### src/rtl/core/tfb_sqrt.sv
// Bit-serial integer square root, one root bit per cycle.
module tfb_sqrt (
  input  logic        clk,
  input  logic        rst,
  input  logic        start,
  input  logic [63:0] radicand,
  output logic        done,
  output logic [31:0] root
);
  logic        busy;
  logic [4:0]  cnt;
  logic [63:0] rad;
  logic [33:0] rem;
  logic [35:0] t;
  logic [35:0] trial;
  logic        ge;

  always_comb begin
    t = {rem, rad[63:62]};
    trial = {2'b00, root, 2'b01};
    ge = t >= trial;
  end

  always_ff @(posedge clk) begin
    if (rst) begin
      busy <= 1'b0;
      done <= 1'b0;
    end else begin
      done <= 1'b0;
      if (start) begin
        busy <= 1'b1;
        cnt <= 5'd31;
        rad <= radicand;
        rem <= '0;
        root <= '0;
      end else if (busy) begin
        rad <= {rad[61:0], 2'b00};
        if (ge) begin
          rem <= 34'(t - trial);
          root <= {root[30:0], 1'b1};
        end else begin
          rem <= t[33:0];
          root <= {root[30:0], 1'b0};
        end
        cnt <= cnt - 5'd1;
        if (cnt == 5'd0) begin
          busy <= 1'b0;
          done <= 1'b1;
        end
      end
    end
  end
endmodule

### config.mk
export PLATFORM = sky130hd
export DESIGN_NAME = tfb_sqrt
export DESIGN_NICKNAME = d
export VERILOG_FILES = /design/src/rtl/core/tfb_sqrt.sv
export SDC_FILE = /design/constraint.sdc
export NUM_CORES = 1
export LEC_CHECK = 0
export BUFFER_PORTS_ARGS = -buffer_cell sky130_fd_sc_hd__buf_4
export CORE_UTILIZATION = 47
export CTS_BUF_LIST = sky130_fd_sc_hd__clkbuf_4
export DETAILED_ROUTE_END_ITERATION = 10
export PLACE_DENSITY = 0.63
export SLEW_MARGIN = 20
export SYNTH_ARGS = -nofsm -noshare
export SYNTH_HDL_FRONTEND = slang
export SYNTH_SLANG_ARGS = --single-unit
### constraint.sdc
create_clock -name clk -period 10.9 [get_ports clk]
set_input_delay 2.18 -clock clk [delete_from_list [all_inputs] [get_ports clk]]
set_output_delay 2.18 -clock clk [all_outputs]
set_load 0.05 [all_outputs]
Word-level counts from Yosys, hierarchy flattened
Index checks and enable logic that the tools add are counted.

storage, ports and cells
  bits of input ports = 67
  bits in registers = 137

operators by class
  reduce and logical (&&, ||, !) cells = 4
  magnitude comparators = 1
  $add $sub $neg = 2
  multiplexer cells = 11
  bitwise logic cells = 2

operator list
  cell                                              number
  two-way mux 64 bit                                2
  two-way mux 34 bit                                2
  greater-or-equal comparator 36 x 34 -> 1 bit      1
  subtractor 34 bit                                 1
  two-way mux 32 bit                                1
  logical NOT 5 bit                                 1
  two-way mux 1 bit                                 5
  two-way mux 5 bit                                 1
  subtractor 5 x 1 -> 5 bit, second input constant  1
  OR reduction 3 bit                                1
  NOT 1 bit                                         2
  AND reduction 2 bit                               1
  nonzero test 2 bit                                1

Longest topological paths before layout
  depth after elaboration = 4
  gate-level depth with buffers = 13
  mapped depth without buffers = 11

Least setup slack after synthesis
Ideal clock, no wire load.

  path type = input port to flip-flop
  start = input start
  end = register busy
  buffers on the path = 2
  setup slack = 1.890 ns
  cell stages on the path = 5
  arrival = 8.928 ns
  cells stage by stage = clkbuf_1 clkbuf_1 nor2_1 nor2_1 o31a_1

on the way
  cells in the longest elaborated chain, start to end = 1

ends and longest elaborated chain
  what                  line  text
  from (decl)           5     input logic start,
  two-way mux 1 bit     30    if (start) begin
  to (signal assigned)  26    busy <= 1'b0;
  to (signal assigned)  31    busy <= 1'b1;
  to (signal assigned)  47    busy <= 1'b0;
  to (decl)             10    logic busy;

No other way between the ends.
A chain may end at the register's enable or synchronous reset.

Worst setup path after layout
  start = input start
  end = register root[21] (enable)

on the way
  cells in the longest elaborated chain, start to end = 2

ends and longest elaborated chain
  what                                  line  text
  nonzero test 2 bit (no source line)   n/a
  AND reduction 2 bit (no source line)  n/a
  to (signal assigned)                  40    root <= {root[30:0], 1'b1};
  to (signal assigned)                  43    root <= {root[30:0], 1'b0};
  to (decl)                             8     output logic [31:0] root

No other way between the ends.

==> reports/qor.txt <==
sw frac -> 0.315
RSZ-0062 raised after global routing -> false
vias in the first global route -> 5061
DR WL/cell -> 15.0 um
area of the multi-input gates -> 3110 um^2
origin of the worst setup path -> start
largest cells by area after synthesis -> edfxtp_1, mux2_2, ha_1, nor2_1, a21oi_1
Crit-path slowest cell -> buf_4
Mapped Nets -> 761
cell internal pwr -> 0.916 mW
initial antenna violation count -> 0
global-route usage over all layers -> 0.187
Max Clk Rate -> 257 MHz
Clk Tree Root Cell -> clkbuf_4
r2r setup slk -> 7270 ps
Sw Pwr -> 0.421 mW
Hold-fix buffers, CTS -> 0
Setup CP Type -> input pin to register
CTS Sinks -> 137
top_reg_cell synth -> edfxtp_1
worst slew pin tran -> 1050 ps
Area growth, synth to finish -> 15.6%
global-route wire length before repair -> 24200 um
Congestion Overflow GR -> 0
commonest non-fill, non-tap cell in the layout -> edfxtp_1
Largest stage delay, worst path -> 800 ps
CP Cell Sequence -> buf_4, nor2_1, nor2_4, buf_4
Die Area -> 16500 um^2
post-synthesis sequential area ratio -> 0.543
Final Skew -> 25.3 ps
sequential share of power -> 0.486
share of the synthesized area in the top cell type -> 0.538
Top Ports -> 100
Pre-Repair DR Iteration Count -> 7
Worst VDD drop -> 0.0900 mV
post_cts resized -> 0
# port buffers -> 99
dpl hpwl -> 9950 um
drt via density -> 5.32
Min Hold Slack -> 445 ps
DP Cell Count -> 939
row count -> 45
Layout Cells excl Fill -> 971
mean post-synth cell area -> 11.4 um^2
Leakage -> 3.40 nW
mapped cell area -> 7540 um^2
CP startpoint kind -> input pin
layout cells sized above 1 -> 0.279
clock buffer depth -> 2
register area -> 4090 um^2
vias -> 5165
largest net degree at the start of global routing -> 84
#FFs+latches synth -> 137
Clk network pwr share -> 0.253
ANT nets after route -> 0
instance count of the mapped netlist -> 659
drt first-iter violations -> 322
most used cell, CP -> buf_4
crit path time final -> 3890 ps
Die Ht -> 129 um
status -> finished, final reports clean
TritonCTS clock tree -> done
DRC -> 0
Filler cells -> 1342
worst rel slew slack -> 0.297
leading area contributor after synthesis -> edfxtp_1
Initial Util -> 0.489
TritonCTS Buffers -> 17
Setup violations, final -> 0
Worst EP arrival -> 4060 ps
Antenna diodes -> 0
hold wc startpoint -> busy
Comb power frac -> 0.261
Post-synth ARST share -> 0
PwrDens -> 153 nW/um^2
HP Class -> register to register
Worst Setup End Kind -> register
Synth Warn # -> 0
H-tree Lvls -> 4
commonest non-fill, non-tap cells in the layout -> edfxtp_1, buf_4, nor2_1
Nets -> 849
Synth cell types -> 61
CTS clk-pin slew, worst paths -> 130 ps
max cap viols -> 0
Reg-to-Reg Start -> root[20]
Slew Limit Fails -> 0
Req. time, crit path -> 11070 ps
post-CTS setup buffer count -> 0
Sum Neg Setup Slack -> 0 ps
Crit Path Max Fanout -> 83
Post-synth EDFFs -> 135
Fin. Hold Viols -> 0
final WL -> 14500 um
Die Wd -> 129 um
Core Region -> 15400 um^2
RD Place Congestion -> 0.868
final worst-path cycle share -> 0.357
Worst-Skew Late Latency -> 560 ps
state kept, by name, summed over array words and instances (netlist names):
| register | flops |
|---|---|
| root | 32 |
| rem | 34 |
| cnt | 5 |
| busy | 1 |
| done | 1 |
| rad | 64 |
layer usage:
metal / up-vias / track usage / wire length, um
met4: 0 / 0.0664 / 207
met1: 2447 / 0.243 / 6580
li1: 2577 / - / -
met3: 18 / 0.0603 / 846
met2: 123 / 0.294 / 6880
met5: - / 0 / 0
worst max-delay path: cells and delay by family:
family / cells / cell delay (ps)
and+or+nand+nor: 2 / 310
buffers and inverters: 2 / 1490
synth_stat cells, types with 3 or more instances:
library cell and count:
and2_1 5, clkbuf_1 20, inv_1 50, xor2_1 10, nand3_1 8, xnor2_1 19, ha_1 35, nand2b_1 9
o21ai_0 14, and3_1 3, buf_1 5, a21o_1 7, nand2_1 29, nor2b_1 4, nor2_1 91, o21ai_1 4
o21a_1 5, o21bai_1 5, mux2_2 62, buf_2 6, a211oi_2 4, a21oi_1 51, nand3b_1 3, nor3_1 11
nand4_1 6, a211oi_1 5, a31oi_1 7, edfxtp_1 135, o211ai_1 4
layout make-up:
class,count,area share
sequential,137,0.470
clock inverter,14,0.0168
clock buffer,18,0.0155
multi-input combinational,437,0.357
inverter,51,0.0220
timing repair buffer,103,0.0887
tap,211,0.0303
worst paths after layout:
path                            endpoint  depth (start not counted)
worst max-delay path            root[21]                          4
worst min-delay path                done                          2
worst max register to register   rem[27]                         12
worst min register to register      done                          2
power groups by stage:
stage	combinational, mW	sequential (mW)	clock (mW)
6_report	0.350	0.650	0.338
5_1_grt	0.389	0.655	0.368
4_1_cts	0.351	0.651	0.349
3_5_place_dp	0.349	0.662	0
3_3_place_gp	0.345	0.662	0
2_1_floorplan	0.246	0.687	0
stage by stage:
stage | setup slack (ps) | power [mW] | area (um^2) | utilization
final | 7010 | 1.34 | 8710 | 0.565
after global routing | 6820 | 1.41 | 8710 | 0.565
after CTS | 7020 | 1.35 | 8710 | 0.565
after detailed placement | 6410 | 1.01 | 8430 | 0.547
after global placement | 6460 | 1.01 | 8430 | 0.547
after floorplan | 1890 | 0.932 | 7540 | -
kinds of logic after synthesis:
logic type	Yosys count	synth area share
XOR/XNOR	29	0.0337
AO/OA/AOI/OAI	135	0.121
multiplexers	64	0.0953
buffers and inverters	85	0.0453
AND/OR/NAND/NOR	174	0.104
adder cells (fa/ha/maj)	35	0.0581
flip-flops	137	0.543
Note: power is estimated with default switching activity, not from simulation.
