==> config.mk <==
export PLATFORM = sky130hd
export DESIGN_NAME = tfb_div
export DESIGN_NICKNAME = d
export VERILOG_FILES = /design/src/rtl/core/tfb_div.sv
export SDC_FILE = /design/constraint.sdc
export NUM_CORES = 1
export LEC_CHECK = 0
export ABC_CLOCK_PERIOD_IN_PS = 4300
export BUFFER_PORTS_ARGS = -buffer_cell sky130_fd_sc_hd__buf_2
export CAP_MARGIN = 30
export CORE_MARGIN = 8
export CORE_UTILIZATION = 51
export DETAILED_ROUTE_END_ITERATION = 7
export MAX_ROUTING_LAYER = met4
export PLACE_DENSITY = 0.77
export SYNTH_ARGS = -nofsm -noshare
export SYNTH_HDL_FRONTEND = slang
export SYNTH_SLANG_ARGS = --single-unit
==> constraint.sdc <==
create_clock -name clk -period 4.3 [get_ports clk]
set_clock_uncertainty 0.1 [all_clocks]
set_input_delay 0.43 -clock clk [delete_from_list [all_inputs] [get_ports clk]]
set_output_delay 0.43 -clock clk [all_outputs]
set_load 0.05 [all_outputs]
==> src/rtl/core/tfb_div.sv <==
// Bit-serial restoring divider: (dividend << FRACTION_BITS) / divisor, one quotient bit a cycle.
module tfb_div #(
  parameter int FRACTION_BITS = 30
) (
  input  logic        clk,
  input  logic        rst,
  input  logic        start,
  input  logic [31:0] dividend,
  input  logic [31:0] divisor,
  output logic        done,
  output logic [31:0] quotient
);
  localparam int CNT_W = $clog2(FRACTION_BITS + 1);

  logic             busy;
  logic [CNT_W-1:0] cnt;
  logic [31:0]      r;
  logic             nb;
  logic [32:0]      t;
  logic             ge;

  // quotient never exceeds 2^FRACTION_BITS since dividend <= divisor
  always_comb begin
    t = {r, nb};
    ge = t >= {1'b0, divisor};
  end

  always_ff @(posedge clk) begin
    if (rst) begin
      busy <= 1'b0;
      done <= 1'b0;
    end else begin
      done <= 1'b0;
      if (start) begin
        busy <= 1'b1;
        cnt <= CNT_W'(FRACTION_BITS);
        r <= {1'b0, dividend[31:1]};
        nb <= dividend[0];
        quotient <= '0;
      end else if (busy) begin
        r <= ge ? 32'(t - {1'b0, divisor}) : t[31:0];
        nb <= 1'b0;
        quotient <= {quotient[30:0], ge};
        cnt <= cnt - CNT_W'(1);
        if (cnt == '0) begin
          busy <= 1'b0;
          done <= 1'b1;
        end
      end
    end
  end
endmodule

# Word-level counts from Yosys, hierarchy flattened
# Cells that the tools add are included.
classes:
  addsub: 2
  order_cmp: 1
  reduce_logical: 4
  n_mux: 11
  bitwise_logic: 2
ops:
  columns: ["cell", "n"]
  rows:
  - ["$mux W32", 3]
  - ["$ge A33 B32 Y1", 1]
  - ["$sub A32 B32 Y32", 1]
  - ["$mux W31", 1]
  - ["$mux W1", 6]
  - ["$logic_not A5 Y1", 1]
  - ["$mux W5", 1]
  - ["$sub A5 B1 Y5 const B", 1]
  - ["$reduce_or A3 Y1", 1]
  - ["$not A1 Y1", 2]
  - ["$reduce_and A2 Y1", 1]
  - ["$reduce_bool A2 Y1", 1]
totals:
  ff_bits: 72
  wordCells: 27
  in_bits: 67
  output_inout_bits: 33

# Depth between registers and ports, before layout
depth:
  depth_word: 4
  ltp_mapped: 14
  ltp_nobuf: 12

# Worst setup path after synthesis
# OpenSTA, ideal clock, no wires.
synth_timing:
  kind: "in2reg"
  from: "input start"
  to: "register cnt[0] (enable)"
  t_required_ns: 3.700
  path_stages: 3
  path_buffers: 1
  arrival_time_ns: 3.680
  setup_time_ns: 0.500
  slack_ns: 0.021
  path_cell_list: "clkbuf_1 nor2_1 nor2_1"
synth_between:
  elab_chain_cells: 2
synth_rtl:
  columns: ["item", "line_no", "rtl"]
  rows:
  - ["start, declared", "7", "input logic start,"]
  - ["$reduce_bool A2 Y1 (no line)", null, null]
  - ["$reduce_and A2 Y1 (no line)", null, null]
  - ["end signal, assigned", "36", "cnt <= CNT_W'(FRACTION_BITS);"]
  - ["end signal, assigned", "44", "cnt <= cnt - CNT_W'(1);"]
  - ["end, declared", "16", "logic [CNT_W-1:0] cnt;"]
# Every way passes these cells.
# A chain may end at the register's enable or synchronous reset.

# Worst setup path after layout
layout_timing:
  from: "register nb"
  to: "register r[30], data pin"
layout_between:
  elab_chain_cells: 4
  elab_cells_between_ends: 5
  cone_classes: "1 x add/sub; 1 x order compare; 3 x mux"
layout_rtl:
  columns: ["item", "line_no", "rtl"]
  rows:
  - ["start, declared", "18", "logic nb;"]
  - ["start signal, assigned", "38", "nb <= dividend[0];"]
  - ["$sub A32 B32 Y32 or $ge A33 B32 Y1 (tied branches)", "41, 25", null]
  - ["$mux W32 (*)", "41", "r <= ge ? 32'(t - {1'b0, divisor}) : t[31:0];"]
  - ["$mux W32 (*)", "40", "end else if (busy) begin"]
  - ["$mux W31 (*)", "34", "if (start) begin"]
  - ["end signal, assigned", "37", "r <= {1'b0, dividend[31:1]};"]
  - ["end signal, assigned", "41", null]
  - ["end, declared", "17", "logic [31:0] r;"]
# Mark *: on every way between the ends. The rest lies on a longest branch, timed or not. The select of a mux whose other input is x is not followed.

==> metrics.md <==
| Metric | Value |
|---|---|
| Initial antenna violation count | `0` |
| Leak | `2.50 nW` |
| Syn_area_per_cell | `9.80 um2` |
| Met2 GRT Util | `0.297` |
| Dominant synthesized flop cell | `edfxtp_1` |
| Post-synth ARST share | `0` |
| Max-slew headroom | `0.438` |
| Final GP Congestion | `0.913` |
| First-pass DRT Iterations | `4` |
| Vias | `4,373` |
| Hold Path Class | `primary input to register` |
| Warnings, synthesis | `0` |
| CTS tree | `built` |
| Crit path required time | `4.31 ns` |
| PwrDens | `358 nW/um2` |
| Layout area overhead | `14.7%` |
| Worst-case clock buffer depth | `2` |
| R2R Setup Slk | `0.73 ns` |
| Flops & latches, synth | `72` |
| Root Driver | `clkbuf_8` |
| Worst R2R End | `r[30]$_DFFE_PP_` |
| Status | `complete, no violations` |
| Setup TNS | `0 ns` |
| Total area of sequential cells | `2140 um2` |
| I/O pins | `100` |
| Finished layout cell area | `5980 um2` |
| Syn nets | `633` |
| Later-pin clock latency in the skew report | `0.35 ns` |
| Initial DRC count | `327` |
| VDD IR max | `149 uV` |
| Via density | `5.75` |
| FF-to-FF Start | `nb$_SDFFCE_PN0P_` |
| Worst setup path category | `register to register` |
| Num CTS Buffers | `9` |
| Critical Path Slowest Stage Cell | `a2111oi_0` |
| Total gr overflow | `0` |
| GRT met1 Usage | `0.255` |
| Synth top area cells | `edfxtp_1 (40%), ha_1 (7.9%), nor2b_1 (4.4%), inv_1 (3.0%), a21oi_1 (3.0%)` |
| Die height | `117 um` |
| Routed len/inst | `16.7 um` |
| Syn Inst Count | `532` |
| Htree depth | `3` |
| Final net count | `719` |
| Crit end category | `register` |
| RSZ-0062 raised after global routing | `no` |
| Critical Path AT | `3.58 ns` |
| Critical-path cell list | `inv_1 -> ha_1 -> inv_1 -> fa_1 -> a21o_1 -> a221oi_2 -> o211ai_1 -> a2111oi_0 -> nor2_1 -> a41oi_1 -> xnor2_1 -> a221o_1` |
| Hold Crit Depth | `2` |
| Slew Limit Fails | `0` |
| Post-synth EDFFs | `70` |
| Detail Route Antenna Nets | `0` |
| # DRC | `0` |
| Final setup viols | `0` |
| PostCTS Resize Cnt | `0` |
| Post-route minimum period | `3.57 ns` |
| Register area share after synthesis | `0.411` |
| Worst min-delay path endpoint | `nb$_SDFFCE_PN0P_` |
| Max stage delay on crit path | `0.43 ns` |
| Cell taking the most area after synthesis | `edfxtp_1` |
| Initial Utilization | `0.515` |
| Number of global-route vias before repair | `4,322` |
| Hpwl dp | `9440 um` |
| CTS sink cnt | `72` |
| Met3 usage | `0.0400` |
| Area of the multi-input gates | `2780 um2` |
| CTS clk-pin slew, worst paths | `0.08 ns` |
| Final Hold Fails | `0` |
| Placed instance area | `5790 um2` |
| Routed wire length | `12,700 um` |
| Hold Buf Count CTS | `0` |
| Fill count | `875` |
| CP dominant cell by count | `inv_1` |
| Die Wd | `117 um` |
| Gr usage total | `0.195` |
| Yosys cell types | `62` |
| CP Max Fanout | `3` |
| Die Footprint | `13,700 um2` |
| Synth top area share | `0.403` |
| Share of post-route cells with drive strength above 1 | `0.209` |
| Min-delay src | `dividend[0]` |
| Slew @ Worst Pin | `0.841 ns` |
| Period utilization | `0.829` |
| First-pass GRT wire length | `20,700 um` |
| GR peak layer | `met2` |
| Core area | `10,100 um2` |
| Max Cap Violations | `0` |
| Cell depth of the worst flop-to-flop path | `12` |
| Crit start category | `register` |
| Port bufs | `99` |
| Post-CTS Repair Setup Buffers | `0` |
| Largest net degree at the start of global routing | `86` |
| Post-synthesis cell area | `5220 um2` |
| Highest clock rate | `280 MHz` |
| Row count | `37` |
==> power breakdown <==
group / switching [mW] / internal (mW)
clock: 0.279 / 0.267
sequential: 0.0284 / 0.847
combinational: 0.440 / 0.282
total: 0.748 / 1.40
==> per-stage QoR <==
step	setup WS [ns]	util	std cells	power (mW)	hold WS, ns
2_1_floorplan	0.0207	-	532	1.45	0.329
3_5_place_dp	0.703	0.571	743	1.60	0.353
5_1_grt	0.575	0.590	759	2.26	0.250
3_3_place_gp	0.779	0.571	743	1.59	0.338
6_report	0.733	0.590	760	2.14	0.251
4_1_cts	0.820	0.590	759	2.15	0.241
==> flip-flops by register name, summed over array words and instances (netlist names) <==
name      cells
nb            1
quotient     32
busy          1
r            32
done          1
cnt           5
==> layout make-up <==
cell class | instances | area share
diodes | 1 | 0.000418
clock buffers | 9 | 0.0207
clock inverters | 7 | 0.0117
inverters | 42 | 0.0263
multi-input cells | 390 | 0.464
flip-flops and latches | 72 | 0.358
well taps | 136 | 0.0284
repair buffers | 103 | 0.0903
==> worst max-delay path, delay by kind of cell (launching register included) <==
family | cells | cell delay (ns)
compound gates | 6 | 1.80
flops | 1 | 0.36
fa+ha+maj | 2 | 0.59
simple gates | 1 | 0.22
buf+inv | 2 | 0.14
xor+xnor | 1 | 0.12
==> how the worst max path moves through the flow <==
stage	startpoint	end	slack (ns)	depth (start not counted)
floorplan	start	cnt[0]$_SDFFCE_PP0P_	0.02	3
global placement	divisor[4]	r[29]$_DFFE_PP_	0.78	12
detailed placement	divisor[16]	r[29]$_DFFE_PP_	0.70	12
CTS	nb$_SDFFCE_PN0P_	r[30]$_DFFE_PP_	0.82	12
global route	nb$_SDFFCE_PN0P_	r[30]$_DFFE_PP_	0.58	12
finish	nb$_SDFFCE_PN0P_	r[30]$_DFFE_PP_	0.73	12
==> routing by layer <==
metal  wire length [um]  share of wire  vias up
met5                  0              0        -
met4                181          0.014        0
met3                699          0.055       13
met2               5980           0.47      114
met1               5800           0.46     2091
li1                   -              -     2155
==> cells by family after synthesis <==
| logic type | share of synthesized area |
|---|---|
| AOI/OAI and AO/OA | 0.197 |
| xor gates and xnor gates | 0.0470 |
| adders and majority gates | 0.0830 |
| buffers and inverters | 0.0585 |
| DFF | 0.411 |
| muxes | 0.0137 |
| and+or+nand+nor | 0.190 |
==> Yosys cell counts, types with 2 or more instances <==
master / count
nand2_1: 39
nand3_1: 10
a21oi_2: 2
nor4_1: 3
a21o_1: 12
nand4_1: 9
a221o_1: 10
o211ai_1: 4
inv_1: 42
a211oi_1: 2
o311ai_0: 17
ha_1: 33
a31o_2: 2
dfxtp_1: 2
or2_2: 2
clkbuf_1: 18
a41oi_1: 2
or4_1: 2
edfxtp_1: 70
a31oi_1: 5
xnor2_1: 16
o21bai_1: 3
nor2_1: 23
o31ai_1: 2
a211o_1: 3
buf_6: 2
buf_4: 3
xor2_1: 12
or3_1: 4
and3b_1: 5
nand3b_1: 17
buf_2: 4
o21ai_0: 23
and2_1: 2
o21a_1: 8
nor3_1: 10
nor2b_1: 37
a21oi_1: 31
a2111oi_2: 2
and3_1: 4
mux2i_1: 6
nand2b_1: 9
==> cell usage in the layout, fill, tap and decap left out, drive strengths merged, types with 4 or more instances in the layout <==
cell type,count
a2111oi,4
a21o,12
a21oi,33
a221o,10
a31oi,5
and3,4
and3b,5
buf,103
clkbuf,9
edfxtp,70
ha,33
inv,43
mux2i,6
nand2,39
nand2b,9
nand3,10
nand3b,17
nand4,9
nor2,23
nor2b,37
nor3,10
o211ai,4
o21a,8
o21ai,24
o311ai,17
or3,4
xnor2,16
xor2,12
Power figures use the tool's default switching activity.
